**config.mk**
```make
export PLATFORM = sky130hd
export DESIGN_NAME = skeleton_gap_heal_and_destair_top
export DESIGN_NICKNAME = d
export VERILOG_FILES = /design/src/rtl/sdh_pkg.sv /design/src/rtl/sdh_front.sv /design/src/rtl/sdh_cmdq.sv /design/src/rtl/sdh_back.sv /design/src/rtl/skeleton_gap_heal_and_destair_top.sv
export SDC_FILE = /design/constraint.sdc
export NUM_CORES = 1
export LEC_CHECK = 0
export ABC_AREA = 1
export BUFFER_PORTS_ARGS = -buffer_cell sky130_fd_sc_hd__buf_2
export CELL_PAD_IN_SITES_DETAIL_PLACEMENT = 2
export CELL_PAD_IN_SITES_GLOBAL_PLACEMENT = 2
export CORE_AREA = 3 3 292 294
export CTS_CLUSTER_SIZE = 30
export DETAILED_ROUTE_END_ITERATION = 7
export DIE_AREA = 0 0 295 297
export GPL_ROUTABILITY_DRIVEN = 0
export PLACE_DENSITY = 0.87
export SLEW_MARGIN = 40
export SYNTH_ARGS = -nofsm -noshare
export SYNTH_HDL_FRONTEND = slang
export SYNTH_SLANG_ARGS = --single-unit
```
**constraint.sdc**
```tcl
create_clock -name clk -period 5.9 [get_ports clk]
set_input_delay 0.59 -clock clk [delete_from_list [all_inputs] [get_ports clk]]
set_output_delay 0.59 -clock clk [all_outputs]
set_load 0.05 [all_outputs]
```
**src/rtl/sdh_pkg.sv**
```systemverilog
// Shared types and constants for the skeleton gap heal and de-stair block.
// No dependencies.
`timescale 1ns / 1ps
`default_nettype none
package sdh_pkg;
  localparam int MAX_GAP    = 60;
  localparam int COORD_BITS = 10;
  localparam int WID_BITS   = 12;
  localparam int NB = $clog2(MAX_GAP + 1);  // gap length bits
  localparam int RB = NB + 1;               // row/col remainder bits
  localparam int DW = NB + 5;               // width denominator bits (32*n)
  localparam int UW = WID_BITS + 1;         // divider dividend bits
  localparam int CB = $clog2(UW + 1);
  localparam int PW = WID_BITS - 3;         // rounded pixel width bits (0..256)

  typedef logic [COORD_BITS-1:0] coord_t;

  typedef struct packed {
    coord_t              row;
    coord_t              col;
    logic [WID_BITS-1:0] wid;
    logic                gap;
  } point_t;

  typedef struct packed {
    logic   flush;
    point_t pt;
  } cmd_t;

  typedef struct packed {
    point_t pt;
    logic   last;
  } res_t;

  function automatic logic near1(coord_t a, coord_t b);
    coord_t d;
    d = (a > b) ? a - b : b - a;
    return d <= coord_t'(1);
  endfunction
endpackage
`default_nettype wire

```
**src/rtl/sdh_front.sv**
```systemverilog
// Front part: accepts points, heals gaps by interpolation, issues push/flush commands.
// Depends on sdh_pkg.
`timescale 1ns / 1ps
`default_nettype none
module sdh_front import sdh_pkg::*; (
  input  wire logic                clk,
  input  wire logic                rst_n,
  input  wire coord_t              in_row,
  input  wire coord_t              in_col,
  input  wire logic [WID_BITS-1:0] in_width,
  input  wire logic                in_last,
  input  wire logic                push,
  output logic                     full,
  output logic                     q_push,
  output cmd_t                     q_cmd,
  input  wire logic                q_full
);
  typedef enum logic [5:0] {
    F_IDLE  = 6'b000001,
    F_EVAL  = 6'b000010,
    F_DIV   = 6'b000100,
    F_RUN   = 6'b001000,
    F_TAIL  = 6'b010000,
    F_FLUSH = 6'b100000
  } fstate_t;

  typedef struct packed {
    coord_t        q;
    logic [RB-1:0] r;
  } cstep_t;

  function automatic cstep_t cstep(coord_t q, logic [RB-1:0] r,
                                   logic [NB+1:0] d, logic [RB-1:0] d2);
    logic signed [NB+3:0] t;
    logic signed [NB+3:0] den;
    cstep_t o;
    den = $signed({3'b000, d2});
    t = $signed({3'b000, r}) + $signed({d[NB+1], d, 1'b0});
    if (t >= den) begin
      o.r = RB'(t - den);
      o.q = q + coord_t'(1);
    end else if (t < 0) begin
      o.r = RB'(t + den);
      o.q = q - coord_t'(1);
    end else begin
      o.r = t[RB-1:0];
      o.q = q;
    end
    return o;
  endfunction

  fstate_t st_r, st_nxt;
  point_t  cur_r, cur_nxt, prev_r, prev_nxt;
  logic    cur_last_r, cur_last_nxt;
  logic    have_r, have_nxt;
  coord_t  first_row_r, first_row_nxt, first_col_r, first_col_nxt;
  logic    tail_r, tail_nxt;
  logic    single_r, single_nxt, far_r, far_nxt;
  logic [NB-1:0] n_r, n_nxt, cnt_r, cnt_nxt;
  coord_t        qr_r, qr_nxt, qc_r, qc_nxt;
  logic [RB-1:0] rr_r, rr_nxt, rc_r, rc_nxt;
  logic [NB+1:0] dr_r, dr_nxt, dc_r, dc_nxt;
  logic [PW-1:0] qw_r, qw_nxt;
  logic [DW-1:0] rw_r, rw_nxt, rem_r, rem_nxt;
  logic [UW-1:0] dvd_r, dvd_nxt, quo_r, quo_nxt;
  logic          neg_r, neg_nxt;
  logic [CB-1:0] dcnt_r, dcnt_nxt;

  coord_t dy, dx, n;
  logic   near, far;
  logic [DW-1:0] den_w;
  logic [RB-1:0] den_c;
  logic [DW:0]   trial, tw;
  logic signed [PW+1:0] qs, qw_s;
  logic [DW-1:0] rs;
  logic signed [WID_BITS:0] dwid;
  logic [WID_BITS-1:0] mag;
  cstep_t sr, sc;

  assign dy    = (prev_r.row > cur_r.row) ? prev_r.row - cur_r.row : cur_r.row - prev_r.row;
  assign dx    = (prev_r.col > cur_r.col) ? prev_r.col - cur_r.col : cur_r.col - prev_r.col;
  assign n     = (dy > dx) ? dy : dx;
  assign near  = (dy <= coord_t'(1)) && (dx <= coord_t'(1));
  assign far   = n > coord_t'(MAX_GAP);
  assign den_w = {n_r, 5'b00000};
  assign den_c = {n_r, 1'b0};
  assign trial = {rem_r, dvd_r[UW-1]};
  assign dwid  = $signed({1'b0, cur_r.wid}) - $signed({1'b0, prev_r.wid});
  assign mag   = dwid[WID_BITS] ? WID_BITS'(-dwid) : dwid[WID_BITS-1:0];
  assign sr    = cstep(qr_r, rr_r, dr_r, den_c);
  assign sc    = cstep(qc_r, rc_r, dc_r, den_c);
  assign qw_s  = $signed({2'b00, qw_r});
  assign tw    = {1'b0, rw_r} + {1'b0, rs};
  assign full  = st_r != F_IDLE;

  always_comb begin
    if (!neg_r) begin
      qs = $signed({1'b0, quo_r[PW:0]});
      rs = rem_r;
    end else if (rem_r == '0) begin
      qs = -$signed({1'b0, quo_r[PW:0]});
      rs = '0;
    end else begin
      qs = -$signed({1'b0, quo_r[PW:0]}) - $signed((PW+2)'(1));
      rs = den_w - rem_r;
    end
  end

  always_comb begin
    st_nxt = st_r; cur_nxt = cur_r; prev_nxt = prev_r; cur_last_nxt = cur_last_r;
    have_nxt = have_r; first_row_nxt = first_row_r; first_col_nxt = first_col_r;
    tail_nxt = tail_r; single_nxt = single_r; far_nxt = far_r; n_nxt = n_r;
    cnt_nxt = cnt_r; qr_nxt = qr_r; qc_nxt = qc_r; rr_nxt = rr_r; rc_nxt = rc_r;
    dr_nxt = dr_r; dc_nxt = dc_r; qw_nxt = qw_r; rw_nxt = rw_r; rem_nxt = rem_r;
    dvd_nxt = dvd_r; quo_nxt = quo_r; neg_nxt = neg_r; dcnt_nxt = dcnt_r;
    q_push = 1'b0;
    q_cmd  = '0;
    unique case (st_r)
      F_IDLE: begin
        if (push) begin
          cur_nxt.row  = in_row;
          cur_nxt.col  = in_col;
          cur_nxt.wid  = (!have_r || in_last) ? '0 : in_width;
          cur_nxt.gap  = 1'b0;
          cur_last_nxt = in_last;
          st_nxt       = F_EVAL;
        end
      end
      F_EVAL: begin
        if (!have_r) begin
          first_row_nxt = cur_r.row;
          first_col_nxt = cur_r.col;
          if (!cur_last_r) begin
            prev_nxt = cur_r;
            have_nxt = 1'b1;
            st_nxt   = F_IDLE;
          end else begin
            tail_nxt = 1'b1;
            st_nxt   = F_TAIL;
          end
        end else begin
          n_nxt   = n[NB-1:0];
          cnt_nxt = '0;
          far_nxt = far;
          if (near || far) begin
            single_nxt = 1'b1;
            st_nxt     = F_RUN;
          end else begin
            single_nxt = 1'b0;
            qr_nxt   = prev_r.row;
            qc_nxt   = prev_r.col;
            rr_nxt   = {1'b0, n[NB-1:0]};
            rc_nxt   = {1'b0, n[NB-1:0]};
            dr_nxt   = (NB+2)'(cur_r.row - prev_r.row);
            dc_nxt   = (NB+2)'(cur_r.col - prev_r.col);
            qw_nxt   = PW'(({1'b0, prev_r.wid} + 13'd8) >> 4);
            rw_nxt   = DW'(n[NB-1:0]) * DW'({prev_r.wid[3:0] + 4'd8, 1'b0});
            rem_nxt  = '0;
            quo_nxt  = '0;
            dvd_nxt  = {mag, 1'b0};
            neg_nxt  = dwid[WID_BITS];
            dcnt_nxt = CB'(UW);
            st_nxt   = F_DIV;
          end
        end
      end
      F_DIV: begin
        if (trial >= {1'b0, den_w}) begin
          rem_nxt = DW'(trial - {1'b0, den_w});
          quo_nxt = {quo_r[UW-2:0], 1'b1};
        end else begin
          rem_nxt = trial[DW-1:0];
          quo_nxt = {quo_r[UW-2:0], 1'b0};
        end
        dvd_nxt  = {dvd_r[UW-2:0], 1'b0};
        dcnt_nxt = dcnt_r - CB'(1);
        if (dcnt_r == CB'(1)) st_nxt = F_RUN;
      end
      F_RUN: begin
        if (!q_full) begin
          q_push = 1'b1;
          if (single_r) begin
            q_cmd.pt     = prev_r;
            q_cmd.pt.gap = far_r;
          end else begin
            q_cmd.pt.row = qr_r;
            q_cmd.pt.col = qc_r;
            q_cmd.pt.wid = qw_r[PW-1] ? '1 : {qw_r[PW-2:0], 4'b0000};
            q_cmd.pt.gap = 1'b0;
            qr_nxt = sr.q; rr_nxt = sr.r;
            qc_nxt = sc.q; rc_nxt = sc.r;
            if (tw >= {1'b0, den_w}) begin
              rw_nxt = DW'(tw - {1'b0, den_w});
              qw_nxt = PW'(qw_s + qs + 1);
            end else begin
              rw_nxt = tw[DW-1:0];
              qw_nxt = PW'(qw_s + qs);
            end
            cnt_nxt = cnt_r + NB'(1);
          end
          if (single_r || cnt_r == n_r - NB'(1)) begin
            prev_nxt = cur_r;
            tail_nxt = (cur_r.row != first_row_r) || (cur_r.col != first_col_r);
            st_nxt   = cur_last_r ? F_TAIL : F_IDLE;
          end
        end
      end
      F_TAIL: begin
        if (!tail_r) begin
          st_nxt = F_FLUSH;
        end else if (!q_full) begin
          q_push   = 1'b1;
          q_cmd.pt = cur_r;
          st_nxt   = F_FLUSH;
        end
      end
      F_FLUSH: begin
        if (!q_full) begin
          q_push      = 1'b1;
          q_cmd.flush = 1'b1;
          have_nxt    = 1'b0;
          st_nxt      = F_IDLE;
        end
      end
      default: st_nxt = F_IDLE;
    endcase
  end

  always_ff @(posedge clk) begin
    if (!rst_n) begin
      st_r   <= F_IDLE;
      have_r <= 1'b0;
    end else begin
      st_r   <= st_nxt;
      have_r <= have_nxt;
    end
    cur_r <= cur_nxt; prev_r <= prev_nxt; cur_last_r <= cur_last_nxt;
    first_row_r <= first_row_nxt; first_col_r <= first_col_nxt;
    tail_r <= tail_nxt; single_r <= single_nxt; far_r <= far_nxt; n_r <= n_nxt;
    cnt_r <= cnt_nxt; qr_r <= qr_nxt; qc_r <= qc_nxt; rr_r <= rr_nxt; rc_r <= rc_nxt;
    dr_r <= dr_nxt; dc_r <= dc_nxt; qw_r <= qw_nxt; rw_r <= rw_nxt; rem_r <= rem_nxt;
    dvd_r <= dvd_nxt; quo_r <= quo_nxt; neg_r <= neg_nxt; dcnt_r <= dcnt_nxt;
  end
endmodule
`default_nettype wire

```
**src/rtl/sdh_cmdq.sv**
```systemverilog
// Four-entry command queue between the front and back parts.
// Depends on sdh_pkg.
`timescale 1ns / 1ps
`default_nettype none
module sdh_cmdq import sdh_pkg::*; (
  input  wire logic clk,
  input  wire logic rst_n,
  input  wire logic wr,
  input  wire cmd_t wdata,
  output logic      q_full,
  input  wire logic rd,
  output cmd_t      rdata,
  output logic      q_empty
);
  cmd_t       mem_r [4];
  logic [1:0] wp_r, rp_r;
  logic [2:0] cnt_r;
  logic       do_wr, do_rd;

  assign q_full  = cnt_r == 3'd4;
  assign q_empty = cnt_r == 3'd0;
  assign do_wr   = wr && !q_full;
  assign do_rd   = rd && !q_empty;
  assign rdata   = mem_r[rp_r];

  always_ff @(posedge clk) begin
    if (!rst_n) begin
      wp_r  <= '0;
      rp_r  <= '0;
      cnt_r <= '0;
    end else begin
      if (do_wr) wp_r <= wp_r + 2'd1;
      if (do_rd) rp_r <= rp_r + 2'd1;
      cnt_r <= cnt_r + {2'b00, do_wr} - {2'b00, do_rd};
    end
    if (do_wr) mem_r[wp_r] <= wdata;
  end
endmodule
`default_nettype wire

```
**src/rtl/sdh_back.sv**
```systemverilog
// Back part: de-stair scan over healed points and a two-entry result queue.
// Depends on sdh_pkg.
`timescale 1ns / 1ps
`default_nettype none
module sdh_back import sdh_pkg::*; (
  input  wire logic clk,
  input  wire logic rst_n,
  input  wire cmd_t cmd,
  input  wire logic cmd_empty,
  output logic      cmd_pop,
  output res_t      res,
  output logic      empty,
  input  wire logic pop
);
  point_t anc_r, anc_nxt, pend_r, pend_nxt;
  logic   anc_v_r, anc_v_nxt, pend_v_r, pend_v_nxt;
  res_t   oq_r [2];
  logic   wp_r, rp_r;
  logic [1:0] ocnt_r;
  logic   space, emit, do_pop;
  res_t   emit_d;

  assign space  = ocnt_r != 2'd2;
  assign empty  = ocnt_r == 2'd0;
  assign res    = oq_r[rp_r];
  assign do_pop = pop && !empty;

  always_comb begin
    anc_nxt = anc_r; pend_nxt = pend_r; anc_v_nxt = anc_v_r; pend_v_nxt = pend_v_r;
    emit = 1'b0; emit_d = '0; cmd_pop = 1'b0;
    if (!cmd_empty) begin
      if (cmd.flush) begin
        if (anc_v_r) begin
          if (space) begin
            emit        = 1'b1;
            emit_d.pt   = anc_r;
            emit_d.last = !pend_v_r;
            anc_v_nxt   = 1'b0;
            cmd_pop     = !pend_v_r;
          end
        end else if (pend_v_r) begin
          if (space) begin
            emit        = 1'b1;
            emit_d.pt   = pend_r;
            emit_d.last = 1'b1;
            pend_v_nxt  = 1'b0;
            cmd_pop     = 1'b1;
          end
        end else begin
          cmd_pop = 1'b1;
        end
      end else if (!anc_v_r) begin
        anc_nxt   = cmd.pt;
        anc_v_nxt = 1'b1;
        cmd_pop   = 1'b1;
      end else if (!pend_v_r) begin
        pend_nxt   = cmd.pt;
        pend_v_nxt = 1'b1;
        cmd_pop    = 1'b1;
      end else if (space) begin
        emit      = 1'b1;
        emit_d.pt = anc_r;
        cmd_pop   = 1'b1;
        if (near1(anc_r.row, cmd.pt.row) && near1(anc_r.col, cmd.pt.col)) begin
          anc_nxt     = cmd.pt;
          anc_nxt.gap = cmd.pt.gap | pend_r.gap;
          pend_v_nxt  = 1'b0;
        end else begin
          anc_nxt  = pend_r;
          pend_nxt = cmd.pt;
        end
      end
    end
  end

  always_ff @(posedge clk) begin
    if (!rst_n) begin
      anc_v_r  <= 1'b0;
      pend_v_r <= 1'b0;
      wp_r     <= 1'b0;
      rp_r     <= 1'b0;
      ocnt_r   <= '0;
    end else begin
      anc_v_r  <= anc_v_nxt;
      pend_v_r <= pend_v_nxt;
      if (emit) wp_r <= ~wp_r;
      if (do_pop) rp_r <= ~rp_r;
      ocnt_r <= ocnt_r + {1'b0, emit} - {1'b0, do_pop};
    end
    anc_r  <= anc_nxt;
    pend_r <= pend_nxt;
    if (emit) oq_r[wp_r] <= emit_d;
  end
endmodule
`default_nettype wire

```
**src/rtl/skeleton_gap_heal_and_destair_top.sv**
```systemverilog
// Skeleton gap heal and de-stair, top level. Uses sdh_pkg, sdh_front, sdh_cmdq, sdh_back.
// A point passes from the front through the command queue and the back part's result queue to the result ports.
// The front takes no new point while full is high. A gap of n runs a divider for the width step, then n
// interpolated points, one per cycle while q_full is low; the tail may add the last point, then a flush.
// Reset: synchronous active-low rst_n clears all control state and both queues.
`timescale 1ns / 1ps
`default_nettype none
module skeleton_gap_heal_and_destair_top import sdh_pkg::*; (
  input  wire logic                clk,
  input  wire logic                rst_n,
  input  wire coord_t              in_row,
  input  wire coord_t              in_col,
  input  wire logic [WID_BITS-1:0] in_width,
  input  wire logic                in_last,
  input  wire logic                push,
  output logic                     full,
  output coord_t                   out_row,
  output coord_t                   out_col,
  output logic [WID_BITS-1:0]      out_width,
  output logic                     out_last,
  output logic                     out_gap_error,
  output logic                     empty,
  input  wire logic                pop
);
  logic q_push, q_full, q_empty, q_pop;
  cmd_t q_wdata, q_rdata;
  res_t res;

  sdh_front u_front (
    .clk, .rst_n, .in_row, .in_col, .in_width, .in_last, .push, .full,
    .q_push, .q_cmd(q_wdata), .q_full
  );

  sdh_cmdq u_cmdq (
    .clk, .rst_n, .wr(q_push), .wdata(q_wdata), .q_full,
    .rd(q_pop), .rdata(q_rdata), .q_empty
  );

  sdh_back u_back (
    .clk, .rst_n, .cmd(q_rdata), .cmd_empty(q_empty), .cmd_pop(q_pop),
    .res, .empty, .pop
  );

  assign out_row       = res.pt.row;
  assign out_col       = res.pt.col;
  assign out_width     = res.pt.wid;
  assign out_last      = res.last;
  assign out_gap_error = res.pt.gap;
endmodule
`default_nettype wire

```
[After elaboration in Yosys (flattened, before gate mapping)]
Memories as Yosys holds them, arrays and structs flattened. A register that Yosys moved wholly into a read port is not among the register bits.
Index checks and enable logic that the tools add are counted.
Word-level totals
  bits of input ports: 37
  RAM bits: 204
  memories kept: 2
  flip-flop bits (word level): 294
  output and inout bits: 36
  word-level logic and storage cells: 326
Cells by class
  $mul: 1
  eq/ne operators: 32
  bitwise operators: 7
  muxes and demuxes: 145
  $lt $le $gt $ge: 16
  add/subtract/negate cells: 40
  reduce and logical (&&, ||, !) cells: 38
Memories
  u_cmdq.mem_r: words 4, bits a word 34, read ports 1, clocked after memory_dff 1, wr ports 1, line sdh_cmdq.sv:15  | cmd_t mem_r [4];
  u_back.oq_r: words 2, bits a word 34, read ports 1, clocked after memory_dff 1, wr ports 1, line sdh_back.sv:17  | res_t oq_r [2];
Operators by type and width (number)
  33-bit 2-to-1 mux: 19
  34-bit 2-to-1 mux: 5
  33-bit one-hot mux with 2 select lines: 2
  10-bit 2-to-1 mux: 13
  11-bit 2-to-1 mux: 10
  9-bit 2-to-1 mux: 9
  10-bit subtractor: 8
  17-bit 2-to-1 mux: 4
  6-bit 2-to-1 mux: 11
  10-bit greater-than comparator: 5
  11-bit one-hot mux with 2 select lines: 2
  7-bit 2-to-1 mux: 6
  1-bit 2-to-1 mux: 41
  10-bit by 1-bit <= comparator with 1-bit output, second input constant: 4
  10-bit one-hot mux with 2 select lines: 2
  6-bit one-hot mux with 6 select lines: 1
  9-bit one-hot mux with 2 select lines: 2
  11-bit subtractor: 3
  7-bit one-hot mux with 2 select lines: 2
  13-bit 2-to-1 mux: 2
  2-bit inequality test, second input constant: 13
  13-bit one-hot mux with 2 select lines: 1
  12-bit by 11-bit >= comparator with 1-bit output: 2
  12-bit 2-to-1 mux: 2
  61 further kinds: 110

[Depth between registers and ports, before layout]
  depth after elaboration: 10
  mapped depth: 46
  gate-level depth less buffers: 45

[Hierarchy]
Synthesis repeated with hierarchy kept, for this count alone.
Unflattened totals
  cells, all modules: 3344
  area, all modules: 30902.1 um^2
Modules (own cells, without submodules)
  sdh_front: cells an instance 2049, area an instance 17048.9 um^2, seq. area each 6326.1 um^2, times used 1
  sdh_back: cells an instance 898, area an instance 8124.0 um^2, seq. area each 4164.0 um^2, times used 1
  sdh_cmdq: cells an instance 397, area an instance 5729.2 um^2, seq. area each 4264.1 um^2, times used 1

[Worst setup path before layout]
OpenSTA, ideal clock, no wires.
  path kind: flip-flop to flip-flop
  start: register u_front.cur_r[13] (netlist bit)
  end: register u_front.rw_r[9], data pin
  period minus slack after synthesis: 5.890 ns
  data required time: 5.638 ns
  library setup time: 0.262 ns
  arrival time: 5.628 ns
  slack: 0.010 ns
  path buffers: 0
  stages on the path, launching flop included: 41
  path through: edfxtp_1 -> inv_1 -> ha_1 -> inv_1 -> fa_1 -> nand2_1 -> nand2_1 -> nand2_1 -> nand2_1 -> a21oi_1 -> nor2_1 -> nor3_1 -> nor2_1 -> xnor2_1 -> ha_1 -> nand4_1 -> inv_1 -> nand4_1 -> (+5 left out) -> nand2_8 -> nand2_2 -> nand2_4 -> inv_1 -> nand2_1 -> fa_1 -> inv_1 -> fa_1 -> inv_1 -> fa_1 -> o31ai_1 -> inv_1 -> nor2_1 -> nor2_1 -> nor2_1 -> o21ai_0 -> nand2_1 -> o22ai_1
On the way
  longest elaborated chain between the ends: 8
  elaborated cells on any way between the ends: 10
  those cells by class: 2 x add/sub; 1 x mul; 2 x order compare; 5 x mux
Ends and longest elaborated chain
  start, declared: line sdh_front.sv:53  | point_t cur_r, cur_nxt, prev_r, prev_nxt;
  start signal, assigned: line sdh_front.sv:237  | cur_r <= cur_nxt; prev_r <= prev_nxt; cur_last_r <= cur_last_nxt;
  10-bit subtractor / 10-bit greater-than comparator (equally long branches): line sdh_front.sv:81  | assign dx = (prev_r.col > cur_r.col) ? prev_r.col - cur_r.col : cur_r.col - prev_r.col;
  10-bit 2-to-1 mux (*): line sdh_front.sv:81
  10-bit greater-than comparator: line sdh_front.sv:82  | assign n = (dy > dx) ? dy : dx;
  10-bit 2-to-1 mux (*): line sdh_front.sv:82
  via u_front.n[0]: line sdh_front.sv:69  | coord_t dy, dx, n;
  6-bit by 4-bit multiplier with 10-bit output (*): line sdh_front.sv:157  | rw_nxt = DW'(n[NB-1:0]) * DW'({prev_r.wid[3:0] + 4'd8, 1'b0});
  11-bit 2-to-1 mux (*): line sdh_front.sv:145  | if (near || far) begin
  11-bit 2-to-1 mux (*): line sdh_front.sv:130  | if (!have_r) begin
  11-bit one-hot mux with 2 select lines (*): line sdh_front.sv:118  | unique case (st_r)
  via u_front.rw_nxt[9]: line sdh_front.sv:64  | logic [DW-1:0] rw_r, rw_nxt, rem_r, rem_nxt;
  end signal, assigned: line sdh_front.sv:241  | dr_r <= dr_nxt; dc_r <= dc_nxt; qw_r <= qw_nxt; rw_r <= rw_nxt; rem_r <= rem_nxt;
  end, declared: line sdh_front.sv:64
Mark *: on every way through the listed nets, which the timed path passes. The rest lies on a longest branch. The select of a mux whose other input is x is not followed.
A chain may end at the register's enable or synchronous reset.

[Worst setup path after layout]
  start: register u_front.prev_r[20] (netlist bit)
  end: register u_front.rw_r[10], data pin
On the way
  longest elaborated chain between the ends: 8
  elaborated cells on any way between the ends: 10
  those cells by class: 2 x add/sub; 1 x mul; 2 x order compare; 5 x mux
Ends and longest elaborated chain (line)
  start, declared: sdh_front.sv:53
  start signal, assigned: sdh_front.sv:237
  10-bit subtractor / 10-bit greater-than comparator (equally long branches): sdh_front.sv:81
  10-bit 2-to-1 mux (*): sdh_front.sv:81
  10-bit greater-than comparator: sdh_front.sv:82
  10-bit 2-to-1 mux (*): sdh_front.sv:82
  6-bit by 4-bit multiplier with 10-bit output (*): sdh_front.sv:157
  11-bit 2-to-1 mux (*): sdh_front.sv:145
  11-bit 2-to-1 mux (*): sdh_front.sv:130
  11-bit one-hot mux with 2 select lines (*): sdh_front.sv:118
  via u_front.rw_nxt[10]: sdh_front.sv:64
Marked as above.

==> metrics.txt <==
largest net degree at the start of global routing=69; RSZ-0062 raised after global routing=yes; initial core utilization=between 30% and 40%; I/O pins=73; I/O Buffers=72; yosys warns=0; leading area contributor after synthesis=edfxtp_1; mux share of post-synthesis cell area=1.41%; TNS Setup=-10.58 ns; Leak Pwr=~15 nW; first-pass GRT wire length=roughly 190000 µm; Final Worst Setup Slack=-1.36 ns; Clock Skew=just over 0.04 ns; FFs w/ async S/R, synth=0%; Register Area=~15000 µm²; die height=297 µm; relative slew slack=between 40% and 50%; Mapped Cells=about 3.3k; Synth Area in Compound Gates=a little under an eighth; Clock Latency Late Sink=between 0.6 and 0.7 ns; area grow syn2layout=20.7%; Multi-input gate area=approximately 15000 µm²; post-synth top area share=a little under half; n_diodes=0; Via density=~5.8; Clock power frac=between 20% and 30%; first-pass iteration count of the detailed router=6; Peak VDD IR=between 0.0003 and 0.0004 V; share of layout cells above drive strength 1=between 20% and 30%; Switch Pwr=around 8.3 mW; fillers=~8.7k; min-delay worst type=input port to register; Clock Sinks=roughly 500; htree depth=2; Post-DP HPWL=between 80000 and 90000 µm; Internal=just under 10 mW; dominant cells by area after synthesis=edfxtp_1, ha_1, nand2_1; Comb power frac=a little over half; core area=83200 µm²; Post-Synth Simple-Gate Area=16.6%; max-cap check violation count=0; hold slack=0.102 ns; CP peak stage delay=~0.65 ns; worst setup path class=register to register; Peak Freq=about 140 MHz; DIE WIDTH=just under 300 µm; Post-Layout Inst Area=approximately 37000 µm²; P per Cell Area=slightly below 500 nW/µm²; ANT nets after route=0; Nets=just under 4k; antenna violations before repair=1; crit path launch type=register; CTS root buffer=clkbuf_16; Avg Cell Area, Syn=a little over 9 µm²; slew of the pin with the lowest slew margin=between 0.8 and 0.9 ns; Critical Path RT=about 6.3 ns; Yosys cell types=67; total track usage=between 20 and 30%; crit-path max FO=5; final hold violations=0; GR Overflow Total=0; failing checks=setup timing; Synth Area in Adders=between 10% and 20%; critical path arrival=about 7.7 ns; Wirelength per Cell=29.7 µm; row cnt=approximately 110; Post-Synthesis Cell Area=between 30000 and 40000 µm²; vias in the first global route=around 30k; Post-Place Cell Area=between 30000 and 40000 µm²; Post-synth EDFFs=roughly 480; Reg clk slew, reported paths=roughly 0.060 ns; Main synth FF type=edfxtp_1; worst-case clock buffer depth=3; Reg power frac=between 20% and 30%; final WL=141000 µm; Synth Area in XOR/XNOR=4.88%; Seq/Total Area, Yosys=just under 50%; fin. max-slew vios=0; CP endpoint kind=register; Residual DRC=0; CTS tree=yes; crit path max-delay cell type=fa_2; first-iteration detailed-routing DRC count=between 2k and 2.5k; switch share=a little under half; Tmin final=roughly 7.3 ns; largest family of logic cells by synthesized area=simple AND/OR/NAND/NOR gates; clock buffer count from CTS=60; DR vias=27.8k; hold_buf cts=0; synthesized flop and latch total=~500; Final setup viols=32; Synth Net Count=around 3.6k; outcome=finished with violations; full die area=between 80000 and 90000 µm²; period utilization=123%
## final cells by class
type,count,area share [%]
clock buffers,82,4.36
clock inverters,29,0.747
inverters,439,4.50
multi-input cells,2254,39.4
flip-flops and latches,499,39.9
well taps,1080,3.65
repair buffers,368,7.44
## cells by family after synthesis
group	count (synthesis)
simple gates	1181
compound gates	632
buf+inv	548
flops	499
fa+ha+maj	231
xor+xnor	170
mux	39
## layer usage
layer / up-vias / part of all wire [%] / global-route usage (%)
met5: - / 0 / 0
met4: 0 / 7.3 / 14.5
met3: 576 / 5.1 / 3.41
met2: 1260 / 51 / 51.9
met1: 14117 / 36 / 32.6
li1: 11838 / - / -
## sequential cells by signal, summed over array words and instances, names as in the netlist, 11 cells and up, named ones only
name	count
u_cmdq.mem_r	136
u_front.rw_r	11
u_back.oq_r	68
u_front.dvd_r	12
u_back.pend_r	33
u_front.rem_r	11
u_back.anc_r	33
u_front.prev_r	32
u_front.cur_r	32
## cells in the mapped netlist, drive strengths merged, types with 18 or more instances
cell and number:
nand2 610, edfxtp 476, inv 437, nor2 335, a21oi 257, o21ai 213
ha 202, nand3 145, xor2 131, clkbuf 75, nor3 39, xnor2 39
o22ai 35, buf 34, mux2 34, fa 29, dfxtp 23, a31oi 22
a32oi 20, nand4 18
## repair_timing
action | in CTS | in global routing
endpoints found under the hold margin | 0 | 0
gates resized for setup | 63 | 143
buffers inserted | 18 | 45
pin swaps | 29 | 70
gates cloned | 0 | 1
endpoints found under the setup margin | 13 | 14
## cells in the final DEF, fill, tap and decap left out, types with 16 or more instances in the layout
master and instances:
a21oi_1 233, a21oi_2 18, a31oi_1 22, a32oi_1 20
buf_2 72, buf_4 277, clkbuf_1 19, clkbuf_16 61
dfxtp_1 22, edfxtp_1 476, fa_1 21, ha_1 181
ha_4 18, inv_1 396, inv_2 32, mux2_2 34
nand2_1 552, nand2_2 40, nand2_4 17, nand3_1 131
nand4_1 16, nor2_1 293, nor2_2 21, nor2_4 21
nor3_1 35, o21ai_0 180, o21ai_1 19, o22ai_1 35
xnor2_1 37, xor2_1 127
## power by group through the flow
stage,combinational (mW),clock (mW),sequential (mW)
6_report,9.49,3.74,4.88
5_1_grt,10.2,3.91,4.91
4_1_cts,8.46,3.73,4.86
3_5_place_dp,8.07,0,4.93
3_3_place_gp,7.30,0,4.87
2_1_floorplan,5.17,0,4.84
## path summary, 6_finish.rpt
| path | startpoint | endpoint | slack, ns | cells after the start |
|---|---|---|---|---|
| max | u_front.prev_r[20]$_DFFE_PP_ | u_front.rw_r[10]$_DFFE_PP_ | -1.36 | 43 |
| min | in_col[1] | u_front.cur_r[14]$_DFFE_PP_ | 0.10 | 1 |
| max reg2reg | u_front.prev_r[20]$_DFFE_PP_ | u_front.rw_r[10]$_DFFE_PP_ | -1.36 | 43 |
| min reg2reg | u_back.rp_r$_SDFFE_PN0P_ | register | 0.48 | 1 |
## through the flow
stage | setup slack [ns] | instances | power, mW | util (%)
floorplan | 0.0101 | 3300 | 10.0 | -
global placement | -0.229 | 4572 | 12.2 | 40.6
detailed placement | -0.867 | 4576 | 13.0 | 40.7
CTS | -0.637 | 4705 | 17.1 | 43.4
global route | -1.61 | 4751 | 19.0 | 44.5
finish | -1.36 | 4751 | 18.1 | 44.5
## worst max-delay path, delay by kind of cell (launching register included)
family                   cells  cell delay (ns)
XOR/XNOR                     1             0.17
buffers and inverters        9             1.12
flip-flops                   1             0.43
AO/OA/AOI/OAI                6             0.96
AND/OR/NAND/NOR             22             2.66
adder cells (fa/ha/maj)      5             1.67
Note: power is estimated with default switching activity, not from simulation.
